[config.mk]
export PLATFORM = sky130hd
export DESIGN_NAME = base64_codec_stream
export DESIGN_NICKNAME = d
export VERILOG_FILES = /design/src/design/b64c_pkg.sv /design/src/design/base64_codec_stream.sv
export SDC_FILE = /design/constraint.sdc
export NUM_CORES = 1
export LEC_CHECK = 0
export ABC_CLOCK_PERIOD_IN_PS = 3540
export BUFFER_PORTS_ARGS = -buffer_cell sky130_fd_sc_hd__buf_2
export CORE_MARGIN = 10
export CORE_UTILIZATION = 32
export CTS_BUF_LIST = sky130_fd_sc_hd__clkbuf_4 sky130_fd_sc_hd__clkbuf_8
export DETAILED_ROUTE_END_ITERATION = 7
export PLACE_DENSITY_LB_ADDON = 0.08
export SLEW_MARGIN = 20
export SYNTH_ARGS = -nofsm -noshare
export SYNTH_HDL_FRONTEND = slang
export SYNTH_SLANG_ARGS = --single-unit
[constraint.sdc]
create_clock -name clk_i -period 3.54 [get_ports clk_i]
set_input_delay 0.354 -clock clk_i [delete_from_list [all_inputs] [get_ports clk_i]]
set_output_delay 0.354 -clock clk_i [all_outputs]
set_load 0.01 [all_outputs]
[src/design/b64c_pkg.sv]
// ----------------------------------------------------------------------------
// b64c_pkg
// Shared types and character mapping functions for the base64 stream codec.
// ----------------------------------------------------------------------------
package b64c_pkg;

  localparam logic [7:0] PadChar = 8'h3D;  // '='

  // One input transfer
  typedef struct packed {
    logic [7:0] in_byte;
    logic       in_last;
  } b64c_in_t;

  // One result transfer
  typedef struct packed {
    logic [7:0] out_byte;
    logic       out_last;
    logic       bad_length;
  } b64c_out_t;

  // Six-bit value to alphabet character
  function automatic logic [7:0] sextet_char(input logic [5:0] v);
    logic [7:0] c;
    if (v < 6'd26) begin
      c = 8'h41 + {2'b00, v};
    end else if (v < 6'd52) begin
      c = 8'h61 + {2'b00, v - 6'd26};
    end else if (v < 6'd62) begin
      c = 8'h30 + {2'b00, v - 6'd52};
    end else if (v == 6'd62) begin
      c = 8'h2B;
    end else begin
      c = 8'h2F;
    end
    return c;
  endfunction

  // Alphabet character to six-bit value; anything else maps to zero
  function automatic logic [5:0] char_sextet(input logic [7:0] c);
    logic [7:0] t;
    t = 8'h00;
    if (c >= 8'h41 && c <= 8'h5A) begin
      t = c - 8'h41;
    end else if (c >= 8'h61 && c <= 8'h7A) begin
      t = c - 8'h61 + 8'd26;
    end else if (c >= 8'h30 && c <= 8'h39) begin
      t = c - 8'h30 + 8'd52;
    end else if (c == 8'h2B) begin
      t = 8'd62;
    end else if (c == 8'h2F) begin
      t = 8'd63;
    end
    return t[5:0];
  endfunction

endpackage

[src/design/base64_codec_stream.sv]
// ----------------------------------------------------------------------------
// base64_codec_stream
// Streaming base64 encoder/decoder, one byte per input transfer.
// A group-completing input shows its first result in the cycle after it is accepted.
// Throughput: one input per cycle, but an input that completes a group waits until the
// previous results have drained; the one-per-cycle drain of four characters holds encode back.
// Reset: async active low; clears mode, group position, pad flag, result valid.
// ----------------------------------------------------------------------------
module base64_codec_stream (
  input  logic                clk_i,
  input  logic                rst_ni,
  input  logic                in_valid_i,
  output logic                in_ready_o,
  input  b64c_pkg::b64c_in_t  in_data_i,
  output logic                out_valid_o,
  input  logic                out_ready_i,
  output b64c_pkg::b64c_out_t out_data_o,
  input  logic                cfg_valid_i,
  output logic                cfg_ready_o,
  input  logic                cfg_decode_mode_i
);
  import b64c_pkg::*;

  // Gathering state
  logic       mode_q;
  logic [1:0] pos_q, pos_d;
  logic       tpad_q, tpad_d;
  logic [7:0] store_q [3];

  // Result register
  logic       res_valid_q;
  logic [7:0] res_byte_q [4];
  logic [7:0] res_byte_d [4];
  logic [1:0] res_idx_q;
  logic [1:0] res_end_q, res_end_d;
  logic       res_last_q;
  logic       res_bad_q, res_bad_d;

  logic       in_fire, out_fire, drain_end, buf_free, grp_done, cfg_fire;
  logic [7:0] b0, b1, b2;
  logic [5:0] s3;
  logic       pad4;

  assign cfg_ready_o = 1'b1;
  assign cfg_fire    = cfg_valid_i;

  // Output side
  assign out_valid_o         = res_valid_q;
  assign out_data_o.out_byte = res_byte_q[res_idx_q];
  assign out_data_o.out_last = res_last_q && (res_idx_q == res_end_q);
  assign out_data_o.bad_length = res_bad_q;

  assign out_fire  = out_valid_o && out_ready_i;
  assign drain_end = out_fire && (res_idx_q == res_end_q);
  assign buf_free  = !res_valid_q || drain_end;

  // Does this input produce results
  always_comb begin
    if (mode_q) begin
      grp_done = (pos_q == 2'd3) || in_data_i.in_last;
    end else begin
      grp_done = (pos_q == 2'd2) || in_data_i.in_last;
    end
  end

  assign in_ready_o = buf_free || !grp_done;
  assign in_fire    = in_valid_i && in_ready_o;

  // Group operands, current byte merged in
  assign b0   = (pos_q == 2'd0) ? in_data_i.in_byte : store_q[0];
  assign b1   = (pos_q == 2'd1) ? in_data_i.in_byte :
                ((pos_q == 2'd0) ? 8'h00 : store_q[1]);
  assign b2   = (pos_q == 2'd2) ? in_data_i.in_byte : 8'h00;
  assign s3   = char_sextet(in_data_i.in_byte);
  assign pad4 = (in_data_i.in_byte == PadChar);

  // Result formation and next gathering state
  always_comb begin
    pos_d      = pos_q + 2'd1;
    tpad_d     = tpad_q;
    res_end_d  = 2'd3;
    res_bad_d  = 1'b0;
    res_byte_d = '{default: 8'h00};
    if (!mode_q) begin
      res_byte_d[0] = sextet_char(b0[7:2]);
      res_byte_d[1] = sextet_char({b0[1:0], b1[7:4]});
      res_byte_d[2] = (pos_q != 2'd0) ? sextet_char({b1[3:0], b2[7:6]}) : PadChar;
      res_byte_d[3] = (pos_q == 2'd2) ? sextet_char(b2[5:0]) : PadChar;
      if (grp_done) begin
        pos_d = 2'd0;
      end
    end else if (pos_q != 2'd3) begin
      // Characters one to three; a result only if the stream ends inside the group
      res_end_d = 2'd0;
      res_bad_d = 1'b1;
      if (pos_q == 2'd2) begin
        tpad_d = pad4;
      end
      if (in_data_i.in_last) begin
        pos_d  = 2'd0;
        tpad_d = 1'b0;
      end
    end else begin
      res_byte_d[0] = {store_q[0][5:0], store_q[1][5:4]};
      res_byte_d[1] = {store_q[1][3:0], store_q[2][5:2]};
      res_byte_d[2] = {store_q[2][1:0], s3};
      res_end_d     = 2'd2 - {1'b0, pad4} - {1'b0, tpad_q};
      pos_d         = 2'd0;
      tpad_d        = 1'b0;
    end
  end

  // Gathering state registers
  always_ff @(posedge clk_i or negedge rst_ni) begin
    if (!rst_ni) begin
      mode_q <= 1'b0;
      pos_q  <= 2'd0;
      tpad_q <= 1'b0;
    end else if (cfg_fire) begin
      mode_q <= cfg_decode_mode_i;
      pos_q  <= 2'd0;
      tpad_q <= 1'b0;
    end else if (in_fire) begin
      pos_q  <= pos_d;
      tpad_q <= tpad_d;
    end
  end

  // Group store (payload, no reset)
  always_ff @(posedge clk_i) begin
    if (in_fire && pos_q != 2'd3) begin
      store_q[pos_q] <= mode_q ? {2'b00, s3} : in_data_i.in_byte;
    end
  end

  // Result register control
  always_ff @(posedge clk_i or negedge rst_ni) begin
    if (!rst_ni) begin
      res_valid_q <= 1'b0;
      res_idx_q   <= 2'd0;
    end else if (in_fire && grp_done) begin
      res_valid_q <= 1'b1;
      res_idx_q   <= 2'd0;
    end else if (drain_end) begin
      res_valid_q <= 1'b0;
      res_idx_q   <= 2'd0;
    end else if (out_fire) begin
      res_idx_q <= res_idx_q + 2'd1;
    end
  end

  // Result payload
  always_ff @(posedge clk_i) begin
    if (in_fire && grp_done) begin
      res_byte_q <= res_byte_d;
      res_end_q  <= res_end_d;
      res_last_q <= in_data_i.in_last;
      res_bad_q  <= res_bad_d;
    end
  end

`ifndef ASSERT_OFF
  // Transfer index never passes the last entry of the result
  a_idx_range: assert property (@(posedge clk_i) disable iff (!rst_ni)
    res_valid_q |-> (res_idx_q <= res_end_q))
    else $error("result index beyond end");

  // In encode mode a full group position is allowed only beside a held good result
  a_enc_pos: assert property (@(posedge clk_i) disable iff (!rst_ni)
    (!mode_q && !res_bad_q && res_valid_q) || mode_q || (pos_q != 2'd3))
    else $error("encode group position overflow");

  // A length error is always a single, final transfer
  a_bad_last: assert property (@(posedge clk_i) disable iff (!rst_ni)
    (out_valid_o && out_data_o.bad_length) |-> (out_data_o.out_last && res_end_q == 2'd0))
    else $error("bad_length result not final");

  // A new group is loaded only when the result register is free
  a_no_overrun: assert property (@(posedge clk_i) disable iff (!rst_ni)
    (in_fire && grp_done) |-> buf_free)
    else $error("result register overrun");
`endif

endmodule

==> flow_summary_export.csv, run 1 <==
group,metric,value,unit
run_status,run_status,"finished clean",
timing,fin_setup_tns,0,ns
routing,ant_nets,0,
timing,setup_viol_count_final,0,
routing,vias_per_cell,5.47,
floorplanning,die-area,23800,µm²
worst_setup_path,slowest_stage,"dfrtp_1",
clock_network,numClockSinks,65,
synthesis,synth_warnings,0,
synthesis,avgSynthCellArea,9.14,µm²
synthesis,synthArstFlopShare,10.8,%
routing,routed_wl,18300,µm
clock_network,clockBufferDepth,2,
timing,relSlewSlack,54.1,%
worst_setup_path,cp_top_family,"compound AO/OA/AOI/OAI gates",
worst_setup_path,startpoint_type,"register",
worst_setup_path,r2r_slack,0.25,ns
timing,max_freq,304,MHz
floorplanning,rows,49,
synthesis,yosys-top-cells-area,"edfxtp_1 (30%), ha_1 (11%), nand2_1 (4.5%)",
synthesis,ys_ff_latch,65,
clock_network,cts_buffers,9,
power,ir_worst_vdd,0.250,mV
worst_setup_path,critPathRequiredTime,3.64,ns
synthesis,synth.distinct_cells,75,
power,pwr-share-seq,38.3,%
power,power.leakage,0.00254,µW
clock_network,clk_latency,0.36,ns
worst_setup_path,worst-path-buf-inv,3,
floorplanning,pin_count,28,
routing,drcViolationCount,0,
floorplanning,die_width,154,µm
synthesis,synth-edff-count,58,
timing,slew_viol_final,0,
floorplanning,initial_utilization,32.4,%
synthesis,synth_ff_type,"edfxtp_1",
clock_network,clk_pin_slew_worst_paths,0.08,ns
worst_setup_path,crit_chain,"inv_1 -> ha_1 -> buf_4 -> nor2_1 -> a22oi_1 -> inv_1 -> ha_1 -> nand3_1 -> nand3_1 -> xnor2_1 -> nand4_1 -> a311o_1 -> a22o_1",
layout,drive_above_1_share,15.1,%
layout,area_growth,12.0,%
power,p_switching,942,µW
placement,place_congestion,0.860,
grt,gr-total-overflow,0,
worst_setup_path,end_kind,"register",
routing,drtIter0Drc,444,
worst_setup_path,max_stage_delay,0.43,ns
placement,numPortBuffers,26,
timing,holdWs,0.222,ns
synthesis,seq_area_frac_synth,33.1,%
grt,grt_pass1_vias,4822,
timing,period_share,92.8,%
worst_setup_path,crit_fanout,14,
synthesis,syn_area,5780,µm²
power,power_density,407,nW/µm²
power,p_int,1690,µW
worst_setup_path,critical_path_class,"register to register",
power,power_frac_comb,37.6,%
layout,nNetsFinal,730,
synthesis,synth_top_area_share,30.1,%
worst_setup_path,crit_arrival,3.39,ns
routing,avgRoutedWirePerCell,20.4,µm
synthesis,mappedNetlistNets,700,
timing,rsz0062_at_grt,"no",
grt,gr-usage-all-layers,15.2,%
power,p_clk_share,24.1,%
clock_network,tritoncts,"done",
synthesis,syn_inst,633,
floorplanning,dieHeight,154,µm
routing,vias,4909,
timing,fin_worst_skew,0.0135,ns
flow_run,maxCapViolCount,0,
timing,hold_viol_final,0,
synthesis,yosys.area.top_type,"edfxtp_1",
timing,tightest_slew,0.688,ns
clock_network,root_buffer,"clkbuf_8",
timing,layout_min_cycle_time,3.29,ns
routing,firstDrtPassIters,6,
placement,dp_hpwl,14500,µm
grt,grt_pass1_wl,28500,µm
clock_network,htreeDepth,3,
grt,antenna_found_initial,2,
placement,dp_slack,0.295,ns
hold_path,holdCritPathClass,"input port to register",
timing,fin_ws,0.254,ns
floorplanning,coreArea,17800,µm²
power,swShare,35.8,%
grt,grt_max_degree,38,
==> area by class of cell <==
cell class	instances	area, µm²
Tap cell	229	287
Timing Repair Buffer	56	370
Multi-Input combinational cell	500	3590
Inverter	31	116
Fill cell	1788	11400
Clock buffer	11	139
Clock inverter	5	56.3
Antenna cell	1	2.50
Sequential cell	65	1920
==> Yosys cell counts (6+ instances only) <==
| cell | instances |
|---|---|
| a21oi_1 | 47 |
| nand3_1 | 22 |
| nor2b_1 | 12 |
| nand2_1 | 69 |
| a22o_1 | 6 |
| nor2_1 | 43 |
| mux2i_1 | 7 |
| and2_1 | 11 |
| clkbuf_1 | 23 |
| xnor2_1 | 27 |
| edfxtp_1 | 58 |
| mux4_2 | 8 |
| a31oi_1 | 10 |
| xor2_1 | 16 |
| nor3_1 | 13 |
| ha_1 | 52 |
| dfrtp_1 | 7 |
| inv_1 | 31 |
| o21ai_0 | 32 |
| buf_2 | 6 |
==> stage by stage <==
stage	utilization (%)	cell area [µm²]	total power (µW)	instances
after floorplan	-	5790	1670	633
after global placement	35.1	6260	2020	880
final	36.3	6480	2630	898
after detailed placement	35.1	6260	2020	880
after global routing	36.3	6470	2800	897
after CTS	36.3	6470	2660	897
==> flip-flops by register name (all words and copies together) (netlist names) <==
register and count:
res_end_q 2, store_q 22, res_idx_q 2, tpad_q 1, res_last_q 1, mode_q 1
res_byte_q 32, res_bad_q 1, out_valid_o 1, pos_q 2
==> layout by cell type, fill, tap and decap left out, types with 6 or more instances in the layout <==
cell type  netlist  final
a21oi_1         47     47
a22o_1           6      6
a31oi_1         10     10
and2_1          11     11
buf_2            6     26
buf_4            3     28
clkbuf_8         0      9
dfrtp_1          7      7
edfxtp_1        58     58
ha_1            52     52
inv_1           31     31
mux2i_1          7      7
mux4_2           8      8
nand2_1         69     69
nand3_1         22     22
nor2_1          43     42
nor2b_1         12     12
nor3_1          13     12
o21ai_0         32     32
xnor2_1         27     27
xor2_1          16     16
==> final timing paths <==
kind                       depth (start not counted)              to               from
setup / recovery                                  13  res_byte_q[14]           pos_q[0]
hold / removal                                     3          mode_q  cfg_decode_mode_i
setup reg to reg                                  13  res_byte_q[14]           pos_q[0]
hold reg to reg                                    2  res_byte_q[16]      store_q[2][2]
max in group asynchronous                          2    res_idx_q[1]             rst_ni
min in group asynchronous                          2        pos_q[1]             rst_ni
==> power groups by stage <==
| stage | clock, µW | sequential (µW) | combinational, µW |
|---|---|---|---|
| finish | 634 | 1010 | 991 |
| floorplan | 0 | 988 | 683 |
| detailed placement | 0 | 1030 | 989 |
| global route | 693 | 1020 | 1090 |
| global placement | 0 | 1030 | 992 |
| CTS | 651 | 1010 | 994 |
==> worst min-delay path, stage by stage <==
cell	delay, ns
buf_2	0.08
nand2_1	0.05
nand2_1	0.06
==> what timing repair did <==
action	4_1_cts	5_1_grt
endpoints found under the setup margin	0	1
endpoints found under the hold margin	7	0
hold buffers	1	0
resized for setup	0	1
setup buffers	0	0
==> per-layer routing <==
| layer | routed length [µm] | vias to the layer above | track usage, % |
|---|---|---|---|
| met3 | 975 | 33 | 3.13 |
| met4 | 338 | 2 | 4.32 |
| met1 | 8470 | 2327 | 20.4 |
| met5 | 16 | - | 0 |
| li1 | - | 2384 | - |
| met2 | 8530 | 163 | 24.0 |
==> cell families (layout without fill, tap and decap cells) <==
family	count (synthesis)	after routing	synth area share [%]
DFF	65	65	33.1
and+or+nand+nor	212	212	18.6
other	1	2	0.0648
xor gates and xnor gates	43	43	6.51
adders and majority gates	52	52	11.3
muxes	22	22	5.93
buffers and inverters	68	103	5.00
AOI/OAI and AO/OA	170	170	19.5
Power figures use the tool's default switching activity.
==> run 2: changes to the inputs <==
--- a/config.mk
+++ b/config.mk
@@ -9,9 +9,8 @@
 export BUFFER_PORTS_ARGS = -buffer_cell sky130_fd_sc_hd__buf_2
 export CORE_MARGIN = 10
 export CORE_UTILIZATION = 32
-export CTS_BUF_LIST = sky130_fd_sc_hd__clkbuf_4 sky130_fd_sc_hd__clkbuf_8
 export DETAILED_ROUTE_END_ITERATION = 7
-export PLACE_DENSITY_LB_ADDON = 0.08
+export PLACE_DENSITY_LB_ADDON = 0.12
 export SLEW_MARGIN = 20
 export SYNTH_ARGS = -nofsm -noshare
 export SYNTH_HDL_FRONTEND = slang
==> flow_summary_export.csv, run 2 (same netlist as run 1, synthesis figures left out) <==
group,metric,value,unit
run_status,run_status,"finished clean",
layout,area_growth,13.0,%
timing,layout_min_cycle_time,3.26,ns
worst_setup_path,r2r_slack,0.28,ns
layout,regMostFlops,"res_byte_q",
hold_path,hold_path_end,"mode_q",
flow_run,maxCapViolCount,0,
floorplanning,dieHeight,154,µm
grt,grt_max_degree,29,
grt,grt_pass1_wl,28700,µm
hold_path,min_from,"cfg_decode_mode_i",
hold_path,holdCritPathClass,"input port to register",
timing,tightest_slew,0.709,ns
routing,vias,4996,
power,ir_worst_vdd,0.259,mV
routing,firstDrtPassIters,5,
clock_network,htreeDepth,3,
timing,period_share,92.1,%
floorplanning,coreArea,17800,µm²
routing,routed_wl,18300,µm
layout,drive_above_1_share,14.2,%
placement,numPortBuffers,26,
placement,place_congestion,0.840,
floorplanning,die_width,154,µm
worst_setup_path,crit_arrival,3.36,ns
placement,dp_slack,0.354,ns
clock_network,clockBufferDepth,2,
worst_setup_path,reg2reg_to,"res_byte_q[23]",
timing,max_freq,307,MHz
worst_setup_path,r2r_cells,12,
worst_setup_path,end_kind,"register",
placement,dp_hpwl,14200,µm
routing,ant_nets,0,
clock_network,clk_latency,0.33,ns
clock_network,root_buffer,"clkbuf_16",
timing,setup_viol_count_final,0,
grt,antenna_found_initial,0,
layout,layout_commonest_cell,"nand2_1",
grt,gr-usage-all-layers,15.2,%
timing,slew_viol_final,0,
floorplanning,initial_utilization,32.4,%
layout,final-seq-area,1920,µm²
clock_network,clk_pin_slew_worst_paths,0.05,ns
floorplanning,die-area,23800,µm²
power,power.leakage,0.00256,µW
clock_network,post_cts_buffers,0,
clock_network,numClockSinks,65,
timing,fin_ws,0.280,ns
power,power,2770,µW
hold_path,whs_path_depth,3,
layout,nNetsFinal,731,
worst_setup_path,startpoint_type,"register",
layout,multiInputGateArea,3580,µm²
layout,mostFrequentLayoutCells,"nand2_1 (69), edfxtp_1 (58), ha_1 (52)",
timing,hold_viol_final,0,
routing,vias_per_cell,5.56,
routing,drcViolationCount,0,
worst_setup_path,r2r_start,"pos_q[1]",
layout,largest_register_ffs,32,
power,power_density,424,nW/µm²
clock_network,tritoncts,"done",
timing,fin_setup_tns,0,ns
layout,diodes,0,
worst_setup_path,crit_fanout,10,
routing,drtIter0Drc,489,
timing,relSlewSlack,52.7,%
worst_setup_path,critPathRequiredTime,3.64,ns
floorplanning,pin_count,28,
placement,place_area,6270,µm²
timing,fin_worst_skew,0.00961,ns
grt,gr-total-overflow,0,
layout,fill_cells,1820,
layout,fin_area,6540,µm²
clock_network,cts_buffers,9,
floorplanning,rows,49,
layout,reg_top3,"res_byte_q: 32 flops, store_q: 22 flops",
grt,grt_pass1_vias,4854,
timing,rsz0062_at_grt,"no",
worst_setup_path,critical_path_class,"register to register",
routing,avgRoutedWirePerCell,20.4,µm
-- run 2: timing repair --
item,in CTS,in global routing
hold buffers,1,0
hold endpoints to repair,7,0
gates resized for setup,0,0
-- run 2: worst max-delay path, cell delays in order (launching register included) --
cell and delay, ns:
dfrtp_1 0.41, inv_1 0.12, ha_1 0.27, buf_4 0.22
nor3b_1 0.08, a21oi_2 0.39, inv_1 0.13, ha_1 0.29
or2_0 0.25, o211ai_2 0.21, nand3_1 0.12, nor2b_1 0.15
o41ai_1 0.39
-- run 2: worst max-delay path by stage --
stage | start | endpoint | cells past startpoint
finish | pos_q[1] | res_byte_q[23] | 12
global route | pos_q[0] | res_byte_q[22] | 11
CTS | pos_q[1] | res_byte_q[23] | 12
detailed placement | pos_q[1] | res_byte_q[23] | 12
global placement | pos_q[0] | res_byte_q[22] | 11
floorplan | pos_q[1] | res_byte_q[23] | 13
-- run 2: metrics by stage --
step / cells / hold slack [ns] / util, %
6_report: 898 / 0.273 / 36.6
5_1_grt: 898 / 0.278 / 36.6
4_1_cts: 898 / 0.256 / 36.6
3_5_place_dp: 881 / 0.217 / 35.2
3_3_place_gp: 881 / 0.211 / 35.2
2_1_floorplan: 633 / 0.0584 / -
-- run 2: power breakdown --
group	internal (µW)	switching, µW
Combinational	408	577
Sequential	945	68.8
Clock	471	303
Total	1820	949
-- run 2: metal layers --
layer | wire length, µm | global-route usage (%) | vias to the layer above
met1 | 8670 | 20.7 | 2434
met4 | 316 | 3.87 | 0
met3 | 825 | 2.86 | 31
met2 | 8510 | 24.0 | 143
met5 | 0 | 0 | -
li1 | - | - | 2388
-- run 2: layout make-up --
type	count	area share (%)
Clock buffer	14	3.73
Inverter	31	1.78
Timing Repair Buffer	57	5.78
Multi-Input combinational cell	500	54.9
Clock inverter	2	0.134
Sequential cell	65	29.3
Tap cell	229	4.38
==> run 3: changes to the inputs <==
--- a/config.mk
+++ b/config.mk
@@ -7,6 +7,7 @@
 export LEC_CHECK = 0
 export ABC_CLOCK_PERIOD_IN_PS = 3540
 export BUFFER_PORTS_ARGS = -buffer_cell sky130_fd_sc_hd__buf_2
+export CORE_ASPECT_RATIO = 0.75
 export CORE_MARGIN = 10
 export CORE_UTILIZATION = 32
 export DETAILED_ROUTE_END_ITERATION = 7
==> flow_summary_export.csv, run 3 (same netlist as run 1, synthesis figures left out) <==
group,metric,value,unit
run_status,run_status,"finished clean",
routing,drtIter0Drc,387,
placement,dp_hpwl,14400,µm
clock_network,cts_hold_buf,1,
grt,grt_pass1_wl,28800,µm
worst_setup_path,crit_arrival,3.39,ns
clock_network,clk_latency,0.33,ns
clock_network,cts_resized,0,
layout,diodes,0,
timing,fin_worst_skew,0.00696,ns
layout,nNetsFinal,732,
grt,grt_max_degree,40,
layout,fin_area,6620,µm²
worst_setup_path,end_kind,"register",
timing,holdWs,0.218,ns
floorplanning,die_width,175,µm
layout,drive_above_1_share,15.2,%
timing,rsz0062_at_grt,"no",
timing,relSlewSlack,59.1,%
timing,setup_viol_count_final,0,
layout,mostFrequentLayoutCells,"nand2_1 (69), edfxtp_1 (58), ha_1 (52)",
routing,vias,4985,
routing,wl_met3,1360,µm
grt,grt_pass1_vias,4755,
routing,wl_met2,7370,µm
power,power_density,439,nW/µm²
layout,final-seq-area,1920,µm²
floorplanning,pin_count,28,
hold_path,holdCritPathClass,"input port to register",
grt,gr-total-overflow,0,
timing,hold_viol_final,0,
floorplanning,coreArea,17700,µm²
layout,area_growth,14.5,%
routing,drcViolationCount,0,
clock_network,root_buffer,"clkbuf_16",
placement,place_area,6310,µm²
floorplanning,die-area,23900,µm²
layout,fill_cells,1812,
worst_setup_path,crit_chain,"inv_1 -> ha_1 -> nor2_1 -> a22oi_1 -> inv_1 -> ha_1 -> or2_0 -> o211ai_2 -> nand3_1 -> nor2b_1 -> o41ai_1",
clock_network,numClockSinks,65,
worst_setup_path,startpoint_type,"register",
floorplanning,dieHeight,136,µm
placement,place_congestion,0.862,
layout,largest_register_ffs,32,
clock_network,clk_pin_slew_worst_paths,0.06,ns
timing,fin_ws,0.288,ns
clock_network,tritoncts,"done",
routing,routed_wl,18700,µm
routing,avgRoutedWirePerCell,20.5,µm
power,power.leakage,0.00260,µW
layout,reg_top3,"res_byte_q: 32 flops, store_q: 22 flops",
clock_network,htreeDepth,3,
clock_network,cts_buffers,9,
routing,wl_met1,9730,µm
placement,dp_slack,0.377,ns
worst_setup_path,critical_path_class,"register to register",
floorplanning,initial_utilization,32.7,%
worst_setup_path,r2r_slack,0.29,ns
routing,highest_layer,"met4",
worst_setup_path,worst-path-buf-inv,2,
layout,multiInputGateArea,3580,µm²
routing,vias_per_cell,5.47,
grt,antenna_found_initial,0,
routing,ant_nets,0,
layout,layout_commonest_cell,"nand2_1",
layout,regMostFlops,"res_byte_q",
worst_setup_path,cp_top_family,"compound AO/OA/AOI/OAI gates",
timing,period_share,91.9,%
worst_setup_path,crit_fanout,5,
clock_network,clockBufferDepth,2,
timing,tightest_slew,0.614,ns
grt,gr-usage-all-layers,15.6,%
timing,layout_min_cycle_time,3.25,ns
routing,firstDrtPassIters,5,
power,ir_worst_vdd,0.238,mV
worst_setup_path,slowest_stage,"a22oi_1",
layout,fin_util,37.4,%
placement,numPortBuffers,26,
floorplanning,rows,42,
worst_setup_path,max_stage_delay,0.45,ns
timing,max_freq,307,MHz
flow_run,maxCapViolCount,0,
clock_network,post_cts_buffers,0,
timing,slew_viol_final,0,
worst_setup_path,critPathRequiredTime,3.67,ns
timing,fin_setup_tns,0,ns
==> run 3: path summary, 6_finish.rpt <==
check,from,cells past startpoint,endpoint
hold / removal,cfg_decode_mode_i,3,mode_q
setup / recovery,pos_q[0],11,res_byte_q[23]
max in group asynchronous,rst_ni,2,res_idx_q[1]
hold reg to reg,store_q[2][2],2,res_byte_q[16]
min in group asynchronous,rst_ni,2,mode_q
setup reg to reg,pos_q[0],11,res_byte_q[23]
==> run 3: area by class of cell <==
cell class,instances,area share [%]
Tap cell,242,4.57
Multi-Input combinational cell,500,54.1
Clock buffer,9,3.40
Sequential cell,65,28.9
Timing Repair Buffer,58,6.01
Inverter,31,1.76
Clock inverter,7,1.17
==> run 3: per-stage QoR <==
stage	total power (µW)	instances
floorplan	1670	633
global placement	2030	895
detailed placement	2020	895
CTS	2930	912
global route	3070	912
finish	2910	912
==> run 3: tightest hold or removal path: stages <==
cell     delay (ns)
buf_2          0.08
nand2_1        0.04
nand2_1        0.05
==> run 3: report_power, final <==
| part | total [µW] | switching [µW] | internal [µW] |
|---|---|---|---|
| Combinational | 993 | 581 | 412 |
| Clock | 907 | 356 | 551 |
| Sequential | 1010 | 63.6 | 944 |
==> run 3: metal layers <==
layer  global-route usage [%]  vias up
li1                         -     2386
met1                     23.8     2397
met2                     21.3      185
met3                     3.82       17
met4                     3.43        0
met5                        0        -
